**src/rtl/core/pal_pkg.sv**
```systemverilog
`default_nettype none
package pal_pkg;

   localparam int PAL_CAPACITY   = 16;
   localparam int PAL_DATA_WIDTH = 32;
   localparam int PAL_IDX_W      = 11;

   localparam logic [1:0] OP_INSERT = 2'd0;
   localparam logic [1:0] OP_LOCATE = 2'd1;
   localparam logic [1:0] OP_CLEAR  = 2'd2;

   localparam logic [1:0] STAT_OK        = 2'd0;
   localparam logic [1:0] STAT_FULL      = 2'd1;
   localparam logic [1:0] STAT_BAD_POS   = 2'd2;
   localparam logic [1:0] STAT_NOT_FOUND = 2'd3;

   typedef struct packed {
      logic                 ins;
      logic                 cap;
      logic [PAL_IDX_W-1:0] pos;
      logic [PAL_IDX_W-1:0] count;
   } pal_ctl_type;

endpackage
`default_nettype wire

```
**src/rtl/core/positional_array_list_core.sv**
```systemverilog
`default_nettype none
// channel  dir  handshake            fields
// req      in   req_valid/req_ready  req_type, req_item_value, req_position
// rsp      out  rsp_valid/rsp_ready  rsp_status, rsp_found_index, rsp_length, rsp_is_empty
// Insert and clear: the result register is loaded directly at the transfer.
// Locate: every cell compares into its match register at the transfer; in ST_FIND the
// match vector is priority encoded (lowest index wins) into the result register.
// Reset clears the count and handshake state only; cell contents are not cleared.
// A waiting result holds the output register; a new request is taken once it is free.
module positional_array_list_core #(
   parameter int CAPACITY   = pal_pkg::PAL_CAPACITY,
   parameter int DATA_WIDTH = pal_pkg::PAL_DATA_WIDTH
) (
   input  wire               clock,
   input  wire               reset,
   input  wire               req_valid,
   output logic              req_ready,
   input  wire        [1:0]  req_type,
   input  wire signed [31:0] req_item_value,
   input  wire        [4:0]  req_position,
   output logic              rsp_valid,
   input  wire               rsp_ready,
   output logic       [1:0]  rsp_status,
   output logic       [3:0]  rsp_found_index,
   output logic       [4:0]  rsp_length,
   output logic              rsp_is_empty
);
   import pal_pkg::*;

   localparam int CW = $clog2(CAPACITY + 1);

   typedef enum logic [1:0] {
      ST_IDLE = 2'b01,
      ST_FIND = 2'b10
   } state_type;

   state_type             state_ff, state_in;
   logic [CW-1:0]         count_ff, count_in;
   logic                  rsp_valid_ff, rsp_valid_in;
   logic [1:0]            status_ff, status_in;
   logic [3:0]            index_ff, index_in;
   logic [4:0]            length_ff, length_in;
   logic                  empty_ff, empty_in;

   logic signed [63:0]    ext;
   logic [DATA_WIDTH-1:0] key;
   logic [PAL_IDX_W-1:0]  pos_w, cnt_w;
   logic                  req_fire, out_free, full, bad_pos;
   pal_ctl_type           ctl;
   logic [DATA_WIDTH-1:0] entries [CAPACITY];
   logic [CAPACITY-1:0]   match;
   logic [31:0]           hit_idx, cnt_wide;
   logic                  any_hit;

   assign ext      = 64'(req_item_value);
   assign key      = ext[DATA_WIDTH-1:0];
   assign pos_w    = PAL_IDX_W'(req_position);
   assign cnt_w    = PAL_IDX_W'(count_ff);
   assign out_free = !rsp_valid_ff || rsp_ready;
   assign req_ready = (state_ff == ST_IDLE) && out_free;
   assign req_fire = req_valid && req_ready;
   assign full     = 32'(count_ff) >= 32'(CAPACITY);
   assign bad_pos  = pos_w > cnt_w;

   always_comb begin
      ctl.ins   = req_fire && (req_type == OP_INSERT) && !full && !bad_pos;
      ctl.cap   = req_fire && (req_type == OP_LOCATE);
      ctl.pos   = pos_w;
      ctl.count = cnt_w;
   end

   for (genvar i = 0; i < CAPACITY; i++) begin : g_cell
      pal_cell #(
         .DATA_WIDTH (DATA_WIDTH),
         .INDEX      (i)
      ) u_cell (
         .clock    (clock),
         .ctl      (ctl),
         .key      (key),
         .shift_in ((i == 0) ? key : entries[(i == 0) ? 0 : i - 1]),
         .entry    (entries[i]),
         .match    (match[i])
      );
   end

   always_comb begin
      hit_idx = '0;
      for (int i = CAPACITY - 1; i >= 0; i--) begin
         if (match[i]) begin
            hit_idx = 32'(i);
         end
      end
      any_hit = |match;
   end

   always_comb begin
      state_in     = state_ff;
      count_in     = count_ff;
      rsp_valid_in = rsp_valid_ff && !rsp_ready;
      status_in    = status_ff;
      index_in     = index_ff;
      if (req_fire) begin
         index_in = '0;
         status_in = STAT_OK;
         case (req_type)
            OP_INSERT: begin
               if (full) begin
                  status_in = STAT_FULL;
               end else if (bad_pos) begin
                  status_in = STAT_BAD_POS;
               end else begin
                  count_in = count_ff + CW'(1);
               end
            end
            OP_CLEAR: begin
               count_in = '0;
            end
            default: begin
            end
         endcase
         if (req_type == OP_LOCATE) begin
            state_in = ST_FIND;
         end else begin
            rsp_valid_in = 1'b1;
         end
      end else if (state_ff == ST_FIND && out_free) begin
         state_in     = ST_IDLE;
         rsp_valid_in = 1'b1;
         status_in    = any_hit ? STAT_OK : STAT_NOT_FOUND;
         index_in     = any_hit ? hit_idx[3:0] : 4'd0;
      end
      cnt_wide  = 32'(count_in);
      length_in = cnt_wide[4:0];
      empty_in  = (count_in == '0);
   end

   always_ff @(posedge clock) begin
      if (reset) begin
         state_ff     <= ST_IDLE;
         count_ff     <= '0;
         rsp_valid_ff <= 1'b0;
      end else begin
         state_ff     <= state_in;
         count_ff     <= count_in;
         rsp_valid_ff <= rsp_valid_in;
      end
      status_ff <= status_in;
      index_ff  <= index_in;
      length_ff <= length_in;
      empty_ff  <= empty_in;
   end

   assign rsp_valid       = rsp_valid_ff;
   assign rsp_status      = status_ff;
   assign rsp_found_index = index_ff;
   assign rsp_length      = length_ff;
   assign rsp_is_empty    = empty_ff;

endmodule
`default_nettype wire

```
**src/rtl/core/pal_cell.sv**
```systemverilog
`default_nettype none
module pal_cell #(
   parameter int DATA_WIDTH = pal_pkg::PAL_DATA_WIDTH,
   parameter int INDEX      = 0
) (
   input  wire                      clock,
   input  pal_pkg::pal_ctl_type     ctl,
   input  wire     [DATA_WIDTH-1:0] key,
   input  wire     [DATA_WIDTH-1:0] shift_in,
   output logic    [DATA_WIDTH-1:0] entry,
   output logic                     match
);
   import pal_pkg::*;

   localparam logic [PAL_IDX_W-1:0] IDX = PAL_IDX_W'(INDEX);

   logic [DATA_WIDTH-1:0] entry_ff;
   logic                  match_ff;

   always_ff @(posedge clock) begin
      if (ctl.ins) begin
         if (IDX == ctl.pos) begin
            entry_ff <= key;
         end else if (IDX > ctl.pos && IDX <= ctl.count) begin
            entry_ff <= shift_in;
         end
      end
      if (ctl.cap) begin
         match_ff <= (entry_ff == key) && (IDX < ctl.count);
      end
   end

   assign entry = entry_ff;
   assign match = match_ff;

endmodule
`default_nettype wire
```
**config.mk**
```make
export PLATFORM = sky130hd
export DESIGN_NAME = positional_array_list_core
export DESIGN_NICKNAME = d
export VERILOG_FILES = /design/src/rtl/core/pal_pkg.sv /design/src/rtl/core/positional_array_list_core.sv /design/src/rtl/core/pal_cell.sv
export SDC_FILE = /design/constraint.sdc
export NUM_CORES = 1
export LEC_CHECK = 0
export BUFFER_PORTS_ARGS = -buffer_cell sky130_fd_sc_hd__buf_2
export CAP_MARGIN = 20
export CORE_MARGIN = 3
export CORE_UTILIZATION = 50
export DETAILED_ROUTE_END_ITERATION = 12
export PLACE_DENSITY = 0.68
export SKIP_CTS_REPAIR_TIMING = 1
export SLEW_MARGIN = 20
export SYNTH_ARGS = -nofsm -noshare
export SYNTH_HDL_FRONTEND = slang
export SYNTH_SLANG_ARGS = --single-unit
```
**constraint.sdc**
```tcl
create_clock -name clock -period 9.75 [get_ports clock]
set_input_delay 0.4875 -clock clock [delete_from_list [all_inputs] [get_ports clock]]
set_output_delay 0.4875 -clock clock [all_outputs]
set_load 0.005 [all_outputs]
```
==> reports/qor.txt, run 1 <==
max-cap violation count -> 0
slowest cell delay on critical path -> 0.81 ns
register area -> 16300 um^2
synth warn -> 0
syn_nets -> 2180
top cells by area, synth -> edfxtp_1 54%, mux2_2 13%, xor2_1 10%
die width -> 248 um
Synth top cells by count -> 530 x edfxtp_1, 348 x mux2_2, 342 x xor2_1, 166 x xnor2_1, 128 x clkbuf_1
post-route ant nets -> 0
post-DP HPWL -> 53100 um
crit path launch type -> flop
# DRC -> 0
Vias/cell -> 5.88
Yosys cell types -> 60
H-tree depth -> 2
CTS tree -> built
P_leak -> 10.7 nW
CP delay by family, top -> compound AO/OA/AOI/OAI gates
first-pass GRT wire length -> 115000 um
endpoints failing hold -> 0
Via Count -> 17200
pwr/cell area -> 159 nW/um^2
asr flop ratio synth -> 0
Req. time, crit path -> 9.97 ns
Routability Congestion -> 0.892
Setup CP Type -> flop to flop
Layout area overhead -> 10.2%
Buf/Inv on CP -> 2
WL final -> 77000 um
status -> complete, no violations
initial core utilization -> 0.507
Total GRT Usage -> 0.251
I/O pin cnt -> 57
Starting DRT DRC Count -> 1457
proportion of layout cells with a drive suffix above 1 -> 0.268
Rel. slew slack -> 0.288
Final Critical Period -> 4.41 ns
most numerous cell in the Yosys netlist -> edfxtp_1
cells along the critical path -> inv_1 > ha_1 > o21ai_0 > a21oi_1 > o31ai_1 > nand2_1 > buf_4 > a21oi_4
CP max-delay cell -> a21oi_4
CP Capture Type -> flop
pin count of the biggest net entering global routing -> 36
Port-buffer cells -> 56
die area -> 61500 um^2
fin. max-slew vios -> 0
post-synthesis cell type with the largest combined area -> edfxtp_1
Synth top area share -> 0.543
RSZ-0062 raised after global routing -> no
vias in the first global route -> 17900
Final Setup Violations -> 0
Rows -> 88
core footprint -> 57800 um^2
# nets final -> 2166
Worst-Margin Slew -> 1.07 ns
grt total ovfl -> 0
Mapped Cells -> 2129
clk root buf -> clkbuf_16
Pre-antenna DRT Iters -> 5
Setup Total Neg Slack -> 0 ns
Seq/Total Area, Yosys -> 0.555
design area -> 32300 um^2
Final Cycle Share -> 0.452
Die Y -> 248 um
clock-pin slew on the worst setup and hold paths -> 0.07 ns
Peak Freq -> 227 MHz
# fillers -> 4724
syn_area_per_cell -> 13.8 um^2
synthesized cell area -> 29300 um^2
Setup Skew -> 0.0251 ns
pre-CTS setup slack -> 5.46 ns
Final Worst Setup Slack -> 5.34 ns
#FFs+latches synth -> 548
final core occ -> 0.559
Avg WL per Cell -> 26.3 um
CP arrival -> 4.62 ns
Primary FF master, synth -> edfxtp_1
Worst-Skew Late Latency -> 0.62 ns
CP Max Fanout -> 32
Post-synth EDFFs -> 530
Worst Hold Class -> input pin to flop
peak supply drop -> 125 uV
Post-DP Area -> 30300 um^2
Max Buffers Root-to-Sink -> 3
area of the multi-input gates -> 12300 um^2
CTS Buf Count -> 56
initial antenna violation count -> 4
clk sinks -> 548
## layout by cell type, fill, tap and decap left out, types with 6 or more instances in the layout
| cell type | instances |
|---|---|
| a21oi_1 | 16 |
| a21oi_4 | 8 |
| buf_2 | 56 |
| buf_4 | 63 |
| bufinv_16 | 10 |
| clkbuf_1 | 9 |
| clkbuf_16 | 57 |
| clkinv_1 | 11 |
| clkinv_2 | 9 |
| dfxtp_1 | 18 |
| edfxtp_1 | 530 |
| ha_1 | 8 |
| inv_1 | 17 |
| mux2_1 | 119 |
| mux2_2 | 348 |
| nand2_1 | 30 |
| nand2b_1 | 6 |
| nand3_1 | 19 |
| nand4_1 | 58 |
| nor2_1 | 24 |
| nor2b_1 | 8 |
| nor3_1 | 17 |
| nor4_1 | 100 |
| o21ai_0 | 29 |
| xnor2_1 | 166 |
| xor2_1 | 342 |
## per-layer routing
metal | wire length (um) | vias up | share of wire | track usage
met5 | 0 | - | 0 | 0
li1 | - | 7809 | - | -
met1 | 33100 | 8786 | 0.43 | 0.335
met4 | 1870 | 0 | 0.024 | 0.0666
met3 | 3360 | 120 | 0.044 | 0.0287
met2 | 38700 | 489 | 0.50 | 0.438
## logic make-up after synthesis
logic type,count (synthesis),synth area share
flip-flops,548,0.555
adder cells (fa/ha/maj),8,0.00342
multiplexers,469,0.180
AO/OA/AOI/OAI,90,0.0198
XOR/XNOR,510,0.153
AND/OR/NAND/NOR,294,0.0585
buffers and inverters,210,0.0297
## layout make-up
class / instances / area share
timing repair buffer: 120 / 0.0242
multi-input combinational: 1371 / 0.380
clock inverter: 36 / 0.0138
tap: 765 / 0.0296
antenna: 2 / 0.000155
inverter: 18 / 0.00209
clock buffer: 67 / 0.0456
sequential: 548 / 0.504
## worst paths after layout
check                                   startpoint                         end  slack (ns)  cells past startpoint
worst max-delay path                   count_ff[2]  g_cell[10].u_cell.entry[9]        5.34                      8
worst min-delay path                         reset                 count_ff[2]        0.15                      2
worst max register to register         count_ff[2]  g_cell[10].u_cell.entry[9]        5.34                      8
worst min register to register  rsp_found_index[2]          rsp_found_index[2]        0.49                      1
## registers in the layout (all words and copies together) (netlist names)
name / cells
g_cell.u_cell.entry: 512
state_ff: 2
count_ff: 5
g_cell.u_cell.match: 16
rsp_is_empty: 1
rsp_found_index: 4
rsp_valid: 1
rsp_length: 5
rsp_status: 2
## stage by stage
step / power (mW) / hold WS, ns / instances
after floorplan: 2.82 / 0.466 / 2129
after global placement: 2.93 / 0.474 / 2821
after detailed placement: 2.93 / 0.484 / 2821
after CTS: 5.17 / 0.130 / 2924
after global routing: 5.29 / 0.161 / 2926
final: 5.15 / 0.153 / 2927
## power breakdown
part           leakage, nW  total [mW]  switching [mW]  internal [mW]
registers             4.93        2.56         0.00460           2.56
logic                 4.86       0.321           0.211          0.109
clock network        0.932        2.26           0.921           1.34
Note: power is estimated with default switching activity, not from simulation.
==> run 2, diff against run 1 <==
--- a/config.mk
+++ b/config.mk
@@ -5,12 +5,13 @@
 export SDC_FILE = /design/constraint.sdc
 export NUM_CORES = 1
 export LEC_CHECK = 0
+export ABC_AREA = 1
 export BUFFER_PORTS_ARGS = -buffer_cell sky130_fd_sc_hd__buf_2
 export CAP_MARGIN = 20
 export CORE_MARGIN = 3
 export CORE_UTILIZATION = 50
 export DETAILED_ROUTE_END_ITERATION = 12
-export PLACE_DENSITY = 0.68
+export PLACE_DENSITY = 0.7
 export SKIP_CTS_REPAIR_TIMING = 1
 export SLEW_MARGIN = 20
 export SYNTH_ARGS = -nofsm -noshare
==> constraint.sdc (replaced) <==
create_clock -name clock -period 3.7 [get_ports clock]
set_input_delay 0.185 -clock clock [delete_from_list [all_inputs] [get_ports clock]]
set_output_delay 0.185 -clock clock [all_outputs]
set_load 0.005 [all_outputs]
==> reports/qor.txt, run 2 <==
status -> complete, no violations
post-DP HPWL -> 75400 um
peak supply drop -> 422 uV
Vias/cell -> 6.35
Worst-Skew Late Latency -> 0.65 ns
clk sinks -> 548
Setup Total Neg Slack -> 0 ns
Via Count -> 24300
Synth Area in Simple Gates -> 0.159
asr flop ratio synth -> 0
most numerous cell in the Yosys netlist -> nand2_1
WL final -> 111000 um
Final Setup Violations -> 0
vias in the first global route -> 22800
pwr/cell area -> 422 nW/um^2
M2 GR Usage -> 0.509
core footprint -> 56900 um^2
Reg-to-Reg End -> g_cell[10].u_cell.entry[6]
hold_ws -> 0.0279 ns
post-synthesis cell type with the largest combined area -> edfxtp_1
slowest cell delay on critical path -> 0.50 ns
Primary FF master, synth -> edfxtp_1
Starting DRT DRC Count -> 4033
initial antenna violation count -> 7
endpoints failing hold -> 0
Die Y -> 247 um
Hold Startpoint -> req_valid
max FFs per register -> 512
dpl cells -> 3718
clk root buf -> clkbuf_16
worst r2r src -> count_ff[2]
Buf/Inv on CP -> 4
die width -> 247 um
Seq/Total Area, Yosys -> 0.560
largest family of logic cells by synthesized area -> simple AND/OR/NAND/NOR gates
proportion of layout cells with a drive suffix above 1 -> 0.121
synthesized cell area -> 29000 um^2
CP Capture Type -> flop
Max Buffers Root-to-Sink -> 3
Rel. slew slack -> 0.199
CP arrival -> 3.49 ns
Port-buffer cells -> 56
Synth top cells by count -> 772 x nand2_1, 530 x edfxtp_1, 367 x o21ai_0, 156 x inv_1, 156 x o21ai_1
H-tree depth -> 2
CTS tree -> built
Mapped Cells -> 3025
clock-pin slew on the worst setup and hold paths -> 0.06 ns
Total GRT Usage -> 0.363
Avg WL per Cell -> 29.0 um
Worst Hold Class -> input pin to flop
Adder-Cell Fraction of Synth Area -> 0.00345
P_leak -> 11.9 nW
#FFs+latches synth -> 548
Yosys cell types -> 54
RSZ-0062 raised after global routing -> no
# nets final -> 3076
most used cell, CP -> nand2_1
R2R depth -> 11
Layout area overhead -> 10.8%
crit path launch type -> flop
syn_area_per_cell -> 9.60 um^2
CP Max Fanout -> 18
total power -> 13.6 mW
CP max-delay cell -> a21oi_4
syn_nets -> 3076
fin. max-slew vios -> 0
CP delay by family, top -> compound AO/OA/AOI/OAI gates
first-pass GRT wire length -> 158000 um
Rows -> 87
CTS Buf Count -> 57
mux contribution to synthesized area -> 0
synth warn -> 0
reg2reg setup slack -> 0.54 ns
top cells by area, synth -> edfxtp_1 55%, nand2_1 10%, o21ai_0 6.3%
post-route ant nets -> 0
hold path cells -> 3
most frequent cells in the layout -> 769 x nand2_1, 530 x edfxtp_1, 367 x o21ai_0, 156 x inv_1, 156 x o21ai_1
Setup Skew -> 0.0337 ns
Pre-antenna DRT Iters -> 9
Routability Congestion -> 1.03
GR met3 Demand/Resource -> 0.135
I/O pin cnt -> 57
Worst-Margin Slew -> 1.20 ns
commonest non-fill, non-tap cell in the layout -> nand2_1
Final Cycle Share -> 0.853
compound-cell area share of the yosys netlist -> 0.142
die area -> 61000 um^2
# DRC -> 0
initial core utilization -> 0.510
Req. time, crit path -> 4.03 ns
Post-synth EDFFs -> 530
Final Critical Period -> 3.16 ns
Synth top area share -> 0.548
Peak Freq -> 317 MHz
Non-Filler Instances -> 3832
pin count of the biggest net entering global routing -> 66
max-cap violation count -> 0
XOR/XNOR Fraction of Synth Area -> 0.0769
GR Layer Usage met1 -> 0.477
Setup CP Type -> flop to flop
cells along the critical path -> clkinv_1 > ha_1 > nand2_1 > inv_1 > o21bai_1 > nand2_1 > o21ai_2 > nand2_2 > buf_4 > a21oi_4 > buf_12
worst hold path endpoint -> rsp_status[1]
grt total ovfl -> 0
GRT busiest layer -> met2
## run 2: cell count changes after synthesis, moves of 47 or more
cell      change
o22ai_1      +71
nand2_1     +742
nor4_1       -52
or2_2        +67
o21ai_1     +156
buf_2        +72
mux2_2      -348
nor2_1       +50
a221oi_1     +47
xor2_1      -242
inv_1       +139
mux2_1      -119
o21ai_0     +338
## run 2: cell type report
cell class	count	area, um^2
sequential	548	16300
clock inverter	34	305
clock buffer	72	1500
fill	4839	24800
timing repair buffer	166	1180
multi-input combinational	2072	11300
antenna	4	10.0
inverter	180	676
tap	756	946
## run 2: cells by family after synthesis
group	count (synthesis)
DFF	548
buffers and inverters	405
and+or+nand+nor	1083
AOI/OAI and AO/OA	726
adders and majority gates	8
xor gates and xnor gates	255
## run 2: metrics by stage
step	util	setup WS, ns	instance area, um^2
3_3_place_gp	0.532	0.683	30300
4_1_cts	0.564	0.605	32100
3_5_place_dp	0.532	0.627	30300
5_1_grt	0.565	0.352	32200
6_report	0.565	0.542	32200
2_1_floorplan	-	-0.0992	29100
## run 2: how the worst max path moves through the flow
stage / from / endpoint / slack (ns) / depth (start not counted)
2_1_floorplan: count_ff[4] / g_cell[12].u_cell.entry[0] / -0.1 / 10
3_3_place_gp: count_ff[2] / g_cell[9].u_cell.entry[20] / 0.68 / 11
3_5_place_dp: count_ff[4] / g_cell[10].u_cell.entry[23] / 0.63 / 10
4_1_cts: count_ff[2] / g_cell[10].u_cell.entry[6] / 0.61 / 11
5_1_grt: count_ff[2] / g_cell[9].u_cell.entry[21] / 0.35 / 11
6_report: count_ff[2] / g_cell[10].u_cell.entry[6] / 0.54 / 11
## run 2: routing by layer
layer / up-vias / wire, um
met4: 8 / 8180
met3: 438 / 18500
met2: 2017 / 44700
met1: 11300 / 39600
li1: 10500 / -
met5: - / 140
## run 2: where the power goes
group	switching, mW	internal (mW)	total [mW]
Clock	2.51	3.22	5.73
Combinational	0.815	0.276	1.09
Sequential	0.0131	6.74	6.76
Total	3.34	10.2	13.6
## run 2: worst register-to-register path: cells and delay by family, from the launching register on
| family | cells | cell delay, ns |
|---|---|---|
| and+or+nand+nor | 3 | 0.29 |
| adders and majority gates | 1 | 0.39 |
| buffers and inverters | 4 | 0.84 |
| DFF | 1 | 0.36 |
| AOI/OAI and AO/OA | 3 | 0.95 |
